$ cat src/rtl/ftrm_pkg.sv
// ----------------------------------------------------------------------------
// Fan tach RPM meter package
// Field widths, register reset values and register indexes shared by the
// channel interfaces and the meter core.
// ----------------------------------------------------------------------------
package ftrm_pkg;

    localparam int TS_W      = 32;   // timestamp field
    localparam int SPEED_W   = 26;   // speed field
    localparam int HOLDOFF_W = 20;
    localparam int THRESH_W  = 8;
    localparam int STALL_W   = 27;
    localparam int CFG_IDX_W = 2;
    localparam int CFG_DAT_W = 27;   // widest register

    localparam logic [HOLDOFF_W-1:0] HOLDOFF_RST = HOLDOFF_W'(2500);
    localparam logic [THRESH_W-1:0]  THRESH_RST  = THRESH_W'(16);
    localparam logic [STALL_W-1:0]   STALL_RST   = STALL_W'(200000);

    // Dividend of the speed measurement: microseconds per minute
    localparam logic [SPEED_W-1:0]   SPEED_NUM   = SPEED_W'(60000000);

    // Configuration register indexes
    localparam logic [CFG_IDX_W-1:0] REG_HOLDOFF = 2'd0;
    localparam logic [CFG_IDX_W-1:0] REG_THRESH  = 2'd1;
    localparam logic [CFG_IDX_W-1:0] REG_STALL   = 2'd2;

    // Item operation codes
    localparam logic OP_EDGE = 1'b0;
    localparam logic OP_POLL = 1'b1;

endpackage

$ cat src/rtl/ftrm_in_if.sv
// ----------------------------------------------------------------------------
// Fan tach RPM meter input channel
// Carries one tach edge or stall poll request with its timestamp.
// ----------------------------------------------------------------------------
interface ftrm_in_if;
    import ftrm_pkg::*;

    logic            valid;
    logic            ready;
    logic            operation;
    logic [TS_W-1:0] timestamp_us;

    modport source (output valid, output operation, output timestamp_us, input ready);
    modport sink   (input valid, input operation, input timestamp_us, output ready);

endinterface

$ cat src/rtl/ftrm_out_if.sv
// ----------------------------------------------------------------------------
// Fan tach RPM meter result channel
// Carries the speed and status flags produced for one request.
// ----------------------------------------------------------------------------
interface ftrm_out_if;
    import ftrm_pkg::*;

    logic               valid;
    logic               ready;
    logic [SPEED_W-1:0] speed_rpm;
    logic               edge_accepted;
    logic               speed_updated;
    logic               stalled;

    modport source (output valid, output speed_rpm, output edge_accepted,
                    output speed_updated, output stalled, input ready);
    modport sink   (input valid, input speed_rpm, input edge_accepted,
                    input speed_updated, input stalled, output ready);

endinterface

$ cat src/rtl/ftrm_cfg_if.sv
// ----------------------------------------------------------------------------
// Fan tach RPM meter configuration channel
// Carries one register write: register index and write data.
// ----------------------------------------------------------------------------
interface ftrm_cfg_if;
    import ftrm_pkg::*;

    logic                 valid;
    logic                 ready;
    logic [CFG_IDX_W-1:0] index;
    logic [CFG_DAT_W-1:0] data;

    modport source (output valid, output index, output data, input ready);
    modport sink   (input valid, input index, input data, output ready);

endinterface

$ cat src/rtl/fan_tach_rpm_meter.sv
// ----------------------------------------------------------------------------
// Fan tach RPM meter
// Measures fan speed from time-stamped tach edges, with holdoff filtering
// and stall detection, using one shared subtractor under a small sequencer.
// ----------------------------------------------------------------------------
// Usage:
//   i_in  : requests of a tach falling edge (operation 0) or a stall poll
//           (operation 1), each with a free-running microsecond timestamp.
//   o_out : exactly one result per request: current speed in RPM and the
//           edge_accepted / speed_updated / stalled flags.
//   i_cfg : register writes (0 holdoff_us, 1 edge_threshold,
//           2 stall_timeout_us); always ready, other indexes are dropped.
// Sequencing:
//   A poll steps through S_WIN and S_SCMP, an edge that makes no
//   measurement through S_HOLD and S_HCMP, and an edge that makes one also
//   through S_WIN and the 26 restoring-division steps that reuse the single
//   subtractor; S_OUT then loads the output register. One request is in
//   work at a time; i_in.ready is high only while the sequencer is idle, so
//   the next request is taken in the cycle after the result is registered.
// Reset: i_rst_n low clears times, edge count and speed to zero and loads
//   the register defaults (2500, 16, 200000).
// Stall on o_out: a finished result waits in the output register; the
//   next request may be accepted meanwhile but holds in its last step
//   until the output register is free.
// ----------------------------------------------------------------------------
module fan_tach_rpm_meter #(
    parameter int TIME_BITS = 32
) (
    input  logic              i_clk,
    input  logic              i_rst_n,
    ftrm_in_if.sink           i_in,
    ftrm_out_if.source        o_out,
    ftrm_cfg_if.sink          i_cfg
);
    import ftrm_pkg::*;

    // Subtractor width: holds a shifted division remainder and the widest
    // register compared against a time difference.
    localparam int RW    = ((TIME_BITS > STALL_W) ? TIME_BITS : STALL_W) + 1;
    localparam int CNT_W = $clog2(SPEED_W);
    localparam logic [CNT_W-1:0] CNT_LAST = CNT_W'(SPEED_W - 1);

    typedef enum logic [6:0] {
        S_IDLE = 7'b0000001,  // wait for a request
        S_HOLD = 7'b0000010,  // now - accept_time
        S_HCMP = 7'b0000100,  // holdoff compare
        S_WIN  = 7'b0001000,  // now - window_start
        S_SCMP = 7'b0010000,  // stall compare
        S_DIV  = 7'b0100000,  // one division step per cycle
        S_OUT  = 7'b1000000   // hand result to the output register
    } t_state;

    t_state r_state, n_state;

    // Configuration registers
    logic [HOLDOFF_W-1:0] r_holdoff;
    logic [THRESH_W-1:0]  r_thresh;
    logic [STALL_W-1:0]   r_stall_to;

    // Meter state
    logic [TIME_BITS-1:0] r_accept_time;
    logic [TIME_BITS-1:0] r_window_start;
    logic [7:0]           r_edge_count;
    logic [SPEED_W-1:0]   r_speed;

    // Request in work
    logic                 r_op;
    logic [TIME_BITS-1:0] r_now;
    logic [TIME_BITS-1:0] r_diff;
    logic                 r_acc;
    logic                 r_upd;
    logic                 r_stl;

    // Divider
    logic [RW-1:0]        r_rem;
    logic [SPEED_W-1:0]   r_quo;
    logic [CNT_W-1:0]     r_cnt;

    // Output register
    logic                 r_ov;
    logic [SPEED_W-1:0]   r_o_speed;
    logic                 r_o_acc;
    logic                 r_o_upd;
    logic                 r_o_stl;

    // Shared subtractor
    logic [RW-1:0]        sub_a;
    logic [RW-1:0]        sub_b;
    logic [RW:0]          sub_res;
    logic                 sub_borrow;
    logic [TIME_BITS-1:0] sub_time;

    logic                 in_fire;
    logic                 out_free;

    assign in_fire  = i_in.valid && i_in.ready;
    assign out_free = !r_ov || o_out.ready;

    assign i_in.ready  = (r_state == S_IDLE);
    assign i_cfg.ready = 1'b1;

    assign o_out.valid         = r_ov;
    assign o_out.speed_rpm     = r_o_speed;
    assign o_out.edge_accepted = r_o_acc;
    assign o_out.speed_updated = r_o_upd;
    assign o_out.stalled       = r_o_stl;

    // Select subtractor operands for the current step
    always_comb begin
        sub_a = '0;
        sub_b = '0;
        case (r_state)
            S_HOLD: begin
                sub_a = RW'(r_now);
                sub_b = RW'(r_accept_time);
            end
            S_HCMP: begin
                sub_a = RW'(r_diff);
                sub_b = RW'(r_holdoff);
            end
            S_WIN: begin
                sub_a = RW'(r_now);
                sub_b = RW'(r_window_start);
            end
            S_SCMP: begin
                sub_a = RW'(r_stall_to);
                sub_b = RW'(r_diff);
            end
            S_DIV: begin
                sub_a = {r_rem[RW-2:0], r_quo[SPEED_W-1]};
                sub_b = RW'(r_diff);
            end
            default: begin
                sub_a = '0;
                sub_b = '0;
            end
        endcase
    end

    assign sub_res    = {1'b0, sub_a} - {1'b0, sub_b};
    assign sub_borrow = sub_res[RW];
    assign sub_time   = sub_res[TIME_BITS-1:0];   // wraps modulo 2^TIME_BITS

    // Next state
    always_comb begin
        n_state = r_state;
        case (r_state)
            S_IDLE: begin
                if (in_fire) begin
                    n_state = (i_in.operation == OP_EDGE) ? S_HOLD : S_WIN;
                end
            end
            S_HOLD: n_state = S_HCMP;
            S_HCMP: begin
                if (sub_borrow) begin
                    n_state = S_OUT;            // inside holdoff: drop edge
                end else if (r_edge_count > r_thresh) begin
                    n_state = S_WIN;
                end else begin
                    n_state = S_OUT;
                end
            end
            S_WIN:  n_state = (r_op == OP_POLL) ? S_SCMP : S_DIV;
            S_SCMP: n_state = S_OUT;
            S_DIV: begin
                if (r_cnt == CNT_LAST) begin
                    n_state = S_OUT;
                end
            end
            S_OUT: begin
                if (out_free) begin
                    n_state = S_IDLE;
                end
            end
            default: n_state = S_IDLE;
        endcase
    end

    always_ff @(posedge i_clk) begin
        if (!i_rst_n) begin
            r_state        <= S_IDLE;
            r_holdoff      <= HOLDOFF_RST;
            r_thresh       <= THRESH_RST;
            r_stall_to     <= STALL_RST;
            r_accept_time  <= '0;
            r_window_start <= '0;
            r_edge_count   <= '0;
            r_speed        <= '0;
            r_ov           <= 1'b0;
        end else begin
            r_state <= n_state;

            // Register writes
            if (i_cfg.valid) begin
                case (i_cfg.index)
                    REG_HOLDOFF: r_holdoff  <= i_cfg.data[HOLDOFF_W-1:0];
                    REG_THRESH:  r_thresh   <= i_cfg.data[THRESH_W-1:0];
                    REG_STALL:   r_stall_to <= i_cfg.data[STALL_W-1:0];
                    default: ;
                endcase
            end

            // Load the output register, or release it once taken
            if (r_state == S_OUT && out_free) begin
                r_ov <= 1'b1;
            end else if (o_out.ready) begin
                r_ov <= 1'b0;
            end

            case (r_state)
                S_HOLD: begin
                    r_edge_count <= r_edge_count + 8'd1;   // counts every edge
                end
                S_HCMP: begin
                    if (!sub_borrow) begin
                        r_accept_time <= r_now;
                    end
                end
                S_DIV: begin
                    if (r_cnt == CNT_LAST) begin
                        r_speed        <= {r_quo[SPEED_W-2:0], !sub_borrow};
                        r_window_start <= r_now;
                        r_edge_count   <= '0;
                    end
                end
                S_SCMP: begin
                    if (sub_borrow) begin
                        r_speed <= '0;
                    end
                end
                default: ;
            endcase
        end
    end

    // Datapath registers of the request in work
    always_ff @(posedge i_clk) begin
        case (r_state)
            S_IDLE: begin
                if (in_fire) begin
                    r_op  <= i_in.operation;
                    r_now <= TIME_BITS'(i_in.timestamp_us);
                    r_acc <= 1'b0;
                    r_upd <= 1'b0;
                    r_stl <= 1'b0;
                end
            end
            S_HOLD: begin
                r_diff <= sub_time;
            end
            S_HCMP: begin
                r_acc <= !sub_borrow;
            end
            S_WIN: begin
                // For an edge, zero elapsed time counts as one microsecond
                if (r_op == OP_EDGE && sub_time == '0) begin
                    r_diff <= TIME_BITS'(1);
                end else begin
                    r_diff <= sub_time;
                end
                r_rem <= '0;
                r_quo <= SPEED_NUM;
                r_cnt <= '0;
            end
            S_SCMP: begin
                r_stl <= sub_borrow;
            end
            S_DIV: begin
                // Restoring step: keep the trial remainder when it fits
                r_rem <= sub_borrow ? sub_a : sub_res[RW-1:0];
                r_quo <= {r_quo[SPEED_W-2:0], !sub_borrow};
                r_cnt <= r_cnt + CNT_W'(1);
                if (r_cnt == CNT_LAST) begin
                    r_upd <= 1'b1;
                end
            end
            S_OUT: begin
                if (out_free) begin
                    r_o_speed <= r_speed;
                    r_o_acc   <= r_acc;
                    r_o_upd   <= r_upd;
                    r_o_stl   <= r_stl;
                end
            end
            default: ;
        endcase
    end

endmodule
$ cat src/flat_wrapper.sv
// flat-port wrapper written by rule: the top's interface ports become plain ports
module fan_tach_rpm_meter_flat import ftrm_pkg::*;
#(
    parameter int TIME_BITS = 32
)
  (i_clk, i_rst_n, i_in_valid, i_in_operation, i_in_timestamp_us, i_in_ready, o_out_valid, o_out_speed_rpm, o_out_edge_accepted, o_out_speed_updated, o_out_stalled, o_out_ready, i_cfg_valid, i_cfg_index, i_cfg_data, i_cfg_ready);
  ftrm_in_if i_in_i ();
  ftrm_out_if o_out_i ();
  ftrm_cfg_if i_cfg_i ();
  input  logic i_clk;
  input  logic i_rst_n;
  input wire logic [$bits(i_in_i.valid)-1:0] i_in_valid;
  input wire logic [$bits(i_in_i.operation)-1:0] i_in_operation;
  input wire logic [$bits(i_in_i.timestamp_us)-1:0] i_in_timestamp_us;
  output wire logic [$bits(i_in_i.ready)-1:0] i_in_ready;
  output wire logic [$bits(o_out_i.valid)-1:0] o_out_valid;
  output wire logic [$bits(o_out_i.speed_rpm)-1:0] o_out_speed_rpm;
  output wire logic [$bits(o_out_i.edge_accepted)-1:0] o_out_edge_accepted;
  output wire logic [$bits(o_out_i.speed_updated)-1:0] o_out_speed_updated;
  output wire logic [$bits(o_out_i.stalled)-1:0] o_out_stalled;
  input wire logic [$bits(o_out_i.ready)-1:0] o_out_ready;
  input wire logic [$bits(i_cfg_i.valid)-1:0] i_cfg_valid;
  input wire logic [$bits(i_cfg_i.index)-1:0] i_cfg_index;
  input wire logic [$bits(i_cfg_i.data)-1:0] i_cfg_data;
  output wire logic [$bits(i_cfg_i.ready)-1:0] i_cfg_ready;
  assign i_in_i.valid = i_in_valid;
  assign i_in_i.operation = i_in_operation;
  assign i_in_i.timestamp_us = i_in_timestamp_us;
  assign i_in_ready = i_in_i.ready;
  assign o_out_valid = o_out_i.valid;
  assign o_out_speed_rpm = o_out_i.speed_rpm;
  assign o_out_edge_accepted = o_out_i.edge_accepted;
  assign o_out_speed_updated = o_out_i.speed_updated;
  assign o_out_stalled = o_out_i.stalled;
  assign o_out_i.ready = o_out_ready;
  assign i_cfg_i.valid = i_cfg_valid;
  assign i_cfg_i.index = i_cfg_index;
  assign i_cfg_i.data = i_cfg_data;
  assign i_cfg_ready = i_cfg_i.ready;
  fan_tach_rpm_meter #(.TIME_BITS(TIME_BITS)) u_core (.i_clk(i_clk), .i_rst_n(i_rst_n), .i_in(i_in_i), .o_out(o_out_i), .i_cfg(i_cfg_i));
endmodule
$ cat config.mk
export PLATFORM = sky130hd
export DESIGN_NAME = fan_tach_rpm_meter_flat
export DESIGN_NICKNAME = d
export VERILOG_FILES = /design/src/rtl/ftrm_pkg.sv /design/src/rtl/ftrm_in_if.sv /design/src/rtl/ftrm_out_if.sv /design/src/rtl/ftrm_cfg_if.sv /design/src/rtl/fan_tach_rpm_meter.sv /design/src/flat_wrapper.sv
export SDC_FILE = /design/constraint.sdc
export NUM_CORES = 1
export LEC_CHECK = 0
export ABC_AREA = 1
export BUFFER_PORTS_ARGS = -buffer_cell sky130_fd_sc_hd__buf_2
export CAP_MARGIN = 30
export CORE_MARGIN = 5
export CORE_UTILIZATION = 40
export CTS_CLUSTER_DIAMETER = 120
export CTS_CLUSTER_SIZE = 24
export DETAILED_ROUTE_END_ITERATION = 8
export PLACE_DENSITY_LB_ADDON = 0.25
export SLEW_MARGIN = 20
export SYNTH_ARGS = -nofsm -noshare
export SYNTH_HDL_FRONTEND = slang
export SYNTH_SLANG_ARGS = --single-unit
$ cat constraint.sdc
create_clock -name i_clk -period 5.8 [get_ports i_clk]
set_input_delay 0.87 -clock i_clk [delete_from_list [all_inputs] [get_ports i_clk]]
set_output_delay 0.87 -clock i_clk [all_outputs]
set_load 0.01 [all_outputs]
== Yosys cells after proc, flatten, opt, wreduce, memory -nomap -nowiden ==
Cells that the tools add are included.
Word-level totals
  logic and storage cells: 101
  register bits: 321
  input port bits: 67
  output and inout port bits: 32
Cells by class
  equal/unequal tests: 14
  reduce and logical (&&, ||, !) cells: 31
  multiplexer cells: 28
  bitwise logic cells: 2
  $lt $le $gt $ge: 1
  add/sub/neg operators: 3
Operators with widths (number)
  $pmux W33 S4: 1
  $pmux W32 S2: 2
  $pmux W32 S4: 1
  $pmux W26 S2: 2
  $mux W32: 2
  $mux W26: 2
  $pmux W7 S7: 1
  $mux W7: 5
  $sub A33 B32 Y34: 1
  $logic_not A32 Y1: 1
  $reduce_and A2 Y1: 10
  $pmux W8 S2: 1
  $reduce_bool A2 Y1: 8
  $pmux W5 S2: 1
  $reduce_and A3 Y1: 3
  $add A8 B1 Y8 const B: 1
  $gt A8 B8 Y1: 1
  $mux W8: 1
  $eq A7 B1 Y1 const B: 1
  $eq A7 B2 Y1 const B: 1
  $eq A7 B3 Y1 const B: 1
  $eq A7 B4 Y1 const B: 1
  $eq A7 B5 Y1 const B: 1
  $eq A7 B6 Y1 const B: 1
  other kinds (17): 29

== Longest topological paths before layout ==
  depth in word-level cells: 8
  depth in mapped cells: 27
  gate-level depth less buffers: 27

== Least setup slack after synthesis ==
Ideal clock, no wire load.
  path kind: register to register
  from: register u_core.r_state[4]
  to: register u_core.r_diff[0], data pin
  required time: 5.547 ns
  setup time: 0.253 ns
  arrival time: 3.222 ns
  buffers on the path: 1
  cell stages (with the launch flop): 24
  setup slack: 2.325 ns
  period minus slack after synthesis: 3.475 ns
  path through: dfxtp_1 nor3_2 nand2_2 nand2_2 buf_2 a221oi_1 ha_1 fa_1 inv_1 nand2_1 nand2_1 nand2_1 inv_1 nand2_1 nand3_1 nand2_1 nand2_1 nand2_1 nand2_1 nor2_1 nand2_1 nor2_1 nand3_1 nand2_1
On the way
  cells in the longest elaborated chain, start to end: 8
  elaborated cells on any way between the ends: 14
  classes of those cells: 1 x add/sub; 5 x eq/ne; 4 x mux; 4 x reduce/logical
RTL lines
  start: declaration: line fan_tach_rpm_meter.sv:53  | t_state r_state, n_state;
  start signal: assignment: line fan_tach_rpm_meter.sv:191  | r_state <= n_state;
  $eq A7 B2 Y1, or another cell as far along: line fan_tach_rpm_meter.sv:112, fan_tach_rpm_meter.sv:238
  $reduce_or A2 Y1 (no line)
  $pmux W33 S4 / $pmux W32 S4 (equally long branches): line fan_tach_rpm_meter.sv:112  | case (r_state)
  $sub A33 B32 Y34: line fan_tach_rpm_meter.sv:140  | assign sub_res = {1'b0, sub_a} - {1'b0, sub_b};
  $logic_not A32 Y1: line fan_tach_rpm_meter.sv:256  | if (r_op == OP_EDGE && sub_time == '0) begin
  $logic_and A1 B1 Y1: line fan_tach_rpm_meter.sv:256
  $mux W32: line fan_tach_rpm_meter.sv:256
  $pmux W32 S2 (*): line fan_tach_rpm_meter.sv:238  | case (r_state)
  end signal: assignment: line fan_tach_rpm_meter.sv:249  | r_diff <= sub_time;
  end signal: assignment: line fan_tach_rpm_meter.sv:259  | r_diff <= sub_time;
  end: declaration: line fan_tach_rpm_meter.sv:69  | logic [TIME_BITS-1:0] r_diff;
Mark *: on every way between the ends. The rest lies on a longest branch, timed or not.
A chain may end at the register's enable or synchronous reset.

== Worst setup path after layout ==
  from: register u_core.r_state[2]
  to: register u_core.r_rem[26], data pin
On the way
  cells in the longest elaborated chain, start to end: 6
  elaborated cells on any way between the ends: 12
  classes of those cells: 1 x add/sub; 5 x eq/ne; 4 x mux; 2 x reduce/logical
RTL lines
  $eq A7 B2 Y1, or another cell as far along: line fan_tach_rpm_meter.sv:112
  $reduce_or A2 Y1 (no line)
  $pmux W33 S4 / $pmux W32 S4 (equally long branches): line fan_tach_rpm_meter.sv:112
  $sub A33 B32 Y34: line fan_tach_rpm_meter.sv:140
  $mux W32: line fan_tach_rpm_meter.sv:270  | r_rem <= sub_borrow ? sub_a : sub_res[RW-1:0];
  $pmux W32 S2 (*): line fan_tach_rpm_meter.sv:238
  end signal: assignment: line fan_tach_rpm_meter.sv:270
  end: declaration: line fan_tach_rpm_meter.sv:75  | logic [RW-1:0] r_rem;
Marked as above.

==> results.ini <==
[timing]
skew_ns = 0.0297
slew_headroom = 0.398
fmax_mhz = 212
setup_tns_ns = 0
worst_slew_pin_slew_ns = 0.902
final.setup.worst_slack_ns = 1.09
hold_violations = 0
grt_setup_unrepaired = false
fin_crit_sh = 0.812
fin_crit_ns = 4.71
setup_violations = 0
slew_viol_final = 0

[critical_path]
crit_slowest_cell = inv_2
worst_path_most_repeated_cell = nand2_2
cp_top_family = simple AND/OR/NAND/NOR gates
cp-end-kind = flop
cp_cell_sequence = nor2_2 > nand2_2 > nor2_8 > nor2_4 > inv_2 > a22o_1 > a221oi_1 > ha_1 > nand2_1 > nor2_1 > nand3_1 > nand3_2 > nand2_1 > nand2_2 > nand2_2 > nand2_4 > buf_4 > inv_1 > o21ai_0 > a21oi_1
cp-start-kind = flop
worstSetupPathType = flop to flop
crit_fanout = 32
reg2reg_setup_slack_ns = 1.09
crit_arrival_ns = 4.99
path_buf_inv = 3
slowest_delay_ns = 0.57
cp.required_ns = 6.08

[hold_path]
holdCritPathClass = flop to flop

[power_and_ir_drop]
p_sw_frac = 0.369
power_density_nw_per_um2 = 326
p_switching_mw = 2.07
internal_power_mw = 3.54
p_leak_nw = 7.51
comb_power_share = 0.300
p_clk_frac = 0.236
ir_worst_vdd_mv = 0.237
seqPwrFrac = 0.464

[global_route]
grtUsageTotal = 0.205
grt_start_max_net_pins = 83
antenna_found_initial = 0
first_global_vias = 12700
grt_first_pass_wirelength_mm = 72.1
grt.overflow.total = 0

[drt]
routed_wl_mm = 46.0
routedWlPerCell_um = 18.1
drt_pass1_iterations = 5
via_count = 13100
drtIter0Drc = 874
drtAntennaViolNets = 0
drc_errors = 0
viasPerCell = 5.15

[cts]
clockRootBuffer = clkbuf_16
cts_setup_buffers = 0
cts_hold_buf = 0
post_cts_resized = 0
cts_made_buffers = 17
clkTransAtPathRegs_ns = 0.11
cts_sinks = 321
cts_tree = done
htree_levels = 1
clk_latency_ns = 0.53
clock_path_buffers = 3

[synth]
synth-edff-count = 160
netlist_top_cells_count = nand2_1 (441), nor2_1 (302), inv_1 (227)
synth_area_sq_um = 15800
synth-seq-cells = 321
synth_top_area_share = 0.305
synth_ff_type = dfxtp_1
synth_top_cell_by_area = edfxtp_1
yosysSeqAreaShare = 0.510
synth.distinct_cells = 49
synth_area_leaders = edfxtp_1 (31%), dfxtp_1 (20%), nand2_1 (11%), nor2_1 (7.2%), inv_1 (5.4%)
yosys_warnings = 0
synth_most_common_cell = nand2_1
syn-num-nets = 2060
syn_inst = 1949
avgSynthCellArea_sq_um = 8.08
synth_async_sr_flop_share = 0

[cells_and_area]
fillCellCount = 3960
multiInputGateArea_sq_um = 6460
design_area_sq_um = 17200
area_growth_pct = 9.33
seq_area_sq_um = 8030
nNetsFinal = 2121
drive_above_1_share = 0.0866
insertedDiodeCount = 0

[floorplan]
die_x_um = 208
die_area_sq_um = 43400
row_count = 72
design.core.area_sq_um = 38800
floorplan.initialDensity = 0.406
dieHeight_um = 208
pin_count = 99

[placement]
place.gp.congestion = 0.936
hpwl_mm = 33.6
dpl_worst_slack_ns = 1.13
place_area_sq_um = 16700
port_buffers = 97

[flow_run]
maxCapViolCount = 0

[outcome]
status = finished, final reports clean

==> area by class of cell <==
class,count,area share
Clock buffer,28,0.0271
Clock inverter,2,0.00145
Inverter,235,0.0512
Multi-Input combinational cell,1311,0.375
Sequential cell,321,0.466
Tap cell,518,0.0376
Timing Repair Buffer,124,0.0413
==> layout by cell type, fill, tap and decap left out, types with 13 or more instances in the layout <==
cell,Yosys,layout
nand2_1,441,440
nor2_1,302,300
inv_1,227,226
dfxtp_1,161,161
edfxtp_1,160,160
o21ai_0,153,153
a21oi_1,111,111
buf_2,16,96
nand3_1,85,85
ha_1,43,43
nand4_1,30,30
a221oi_1,28,28
buf_4,6,27
a22o_1,20,20
clkbuf_16,0,17
nor3_1,14,13
==> registers in the layout, indices dropped and copies added (netlist names), 5 cells and up <==
register / count
u_core.r_now: 32
u_core.o_out.speed_rpm: 26
u_core.r_diff: 32
u_core.r_quo: 26
u_core.r_rem: 32
u_core.r_cnt: 5
u_core.r_window_start: 32
u_core.r_stall_to: 27
u_core.r_edge_count: 8
u_core.r_state: 7
u_core.r_thresh: 8
u_core.r_holdoff: 20
u_core.r_speed: 26
u_core.r_accept_time: 32
==> final timing paths <==
| check | cells past startpoint | to | from |
|---|---|---|---|
| worst min register to register | 0 | u_core.o_out.speed_rpm[5] | u_core.r_speed[5] |
| worst min-delay path | 0 | u_core.o_out.speed_rpm[5] | u_core.r_speed[5] |
| worst max register to register | 20 | u_core.r_rem[26] | u_core.r_state[2] |
| worst max-delay path | 20 | u_core.r_rem[26] | u_core.r_state[2] |
==> metrics by stage <==
stage,instances,utilization,power (mW),hold slack (ns)
2_1_floorplan,1949,-,3.79,0.400
3_3_place_gp,2508,0.430,4.30,0.420
3_5_place_dp,2509,0.431,4.32,0.419
4_1_cts,2539,0.444,5.64,0.443
5_1_grt,2539,0.444,5.93,0.449
6_report,2539,0.444,5.61,0.440
==> per-layer routing <==
metal	wire (um)	share of wire	track usage	vias to the layer above
met3	1760	0.038	0.0199	55
met1	21100	0.46	0.284	6171
li1	-	-	-	6558
met5	0	0	0	-
met4	1120	0.024	0.0482	0
met2	21900	0.48	0.350	301
==> logic make-up after synthesis <==
kind of cell,Yosys count,share of synthesized area
xor gates and xnor gates,4,0.00222
buffers and inverters,317,0.0817
AOI/OAI and AO/OA,355,0.130
and+or+nand+nor,907,0.241
other,1,0.000238
DFF,321,0.510
adders and majority gates,44,0.0354
==> power by group through the flow <==
stage	registers, mW	clock network (mW)	logic, mW
after floorplan	2.63	0	1.17
after global placement	2.65	0	1.65
after detailed placement	2.65	0	1.67
after CTS	2.60	1.36	1.67
after global routing	2.61	1.45	1.87
final	2.60	1.33	1.68
(Power assumes the default switching activity.)
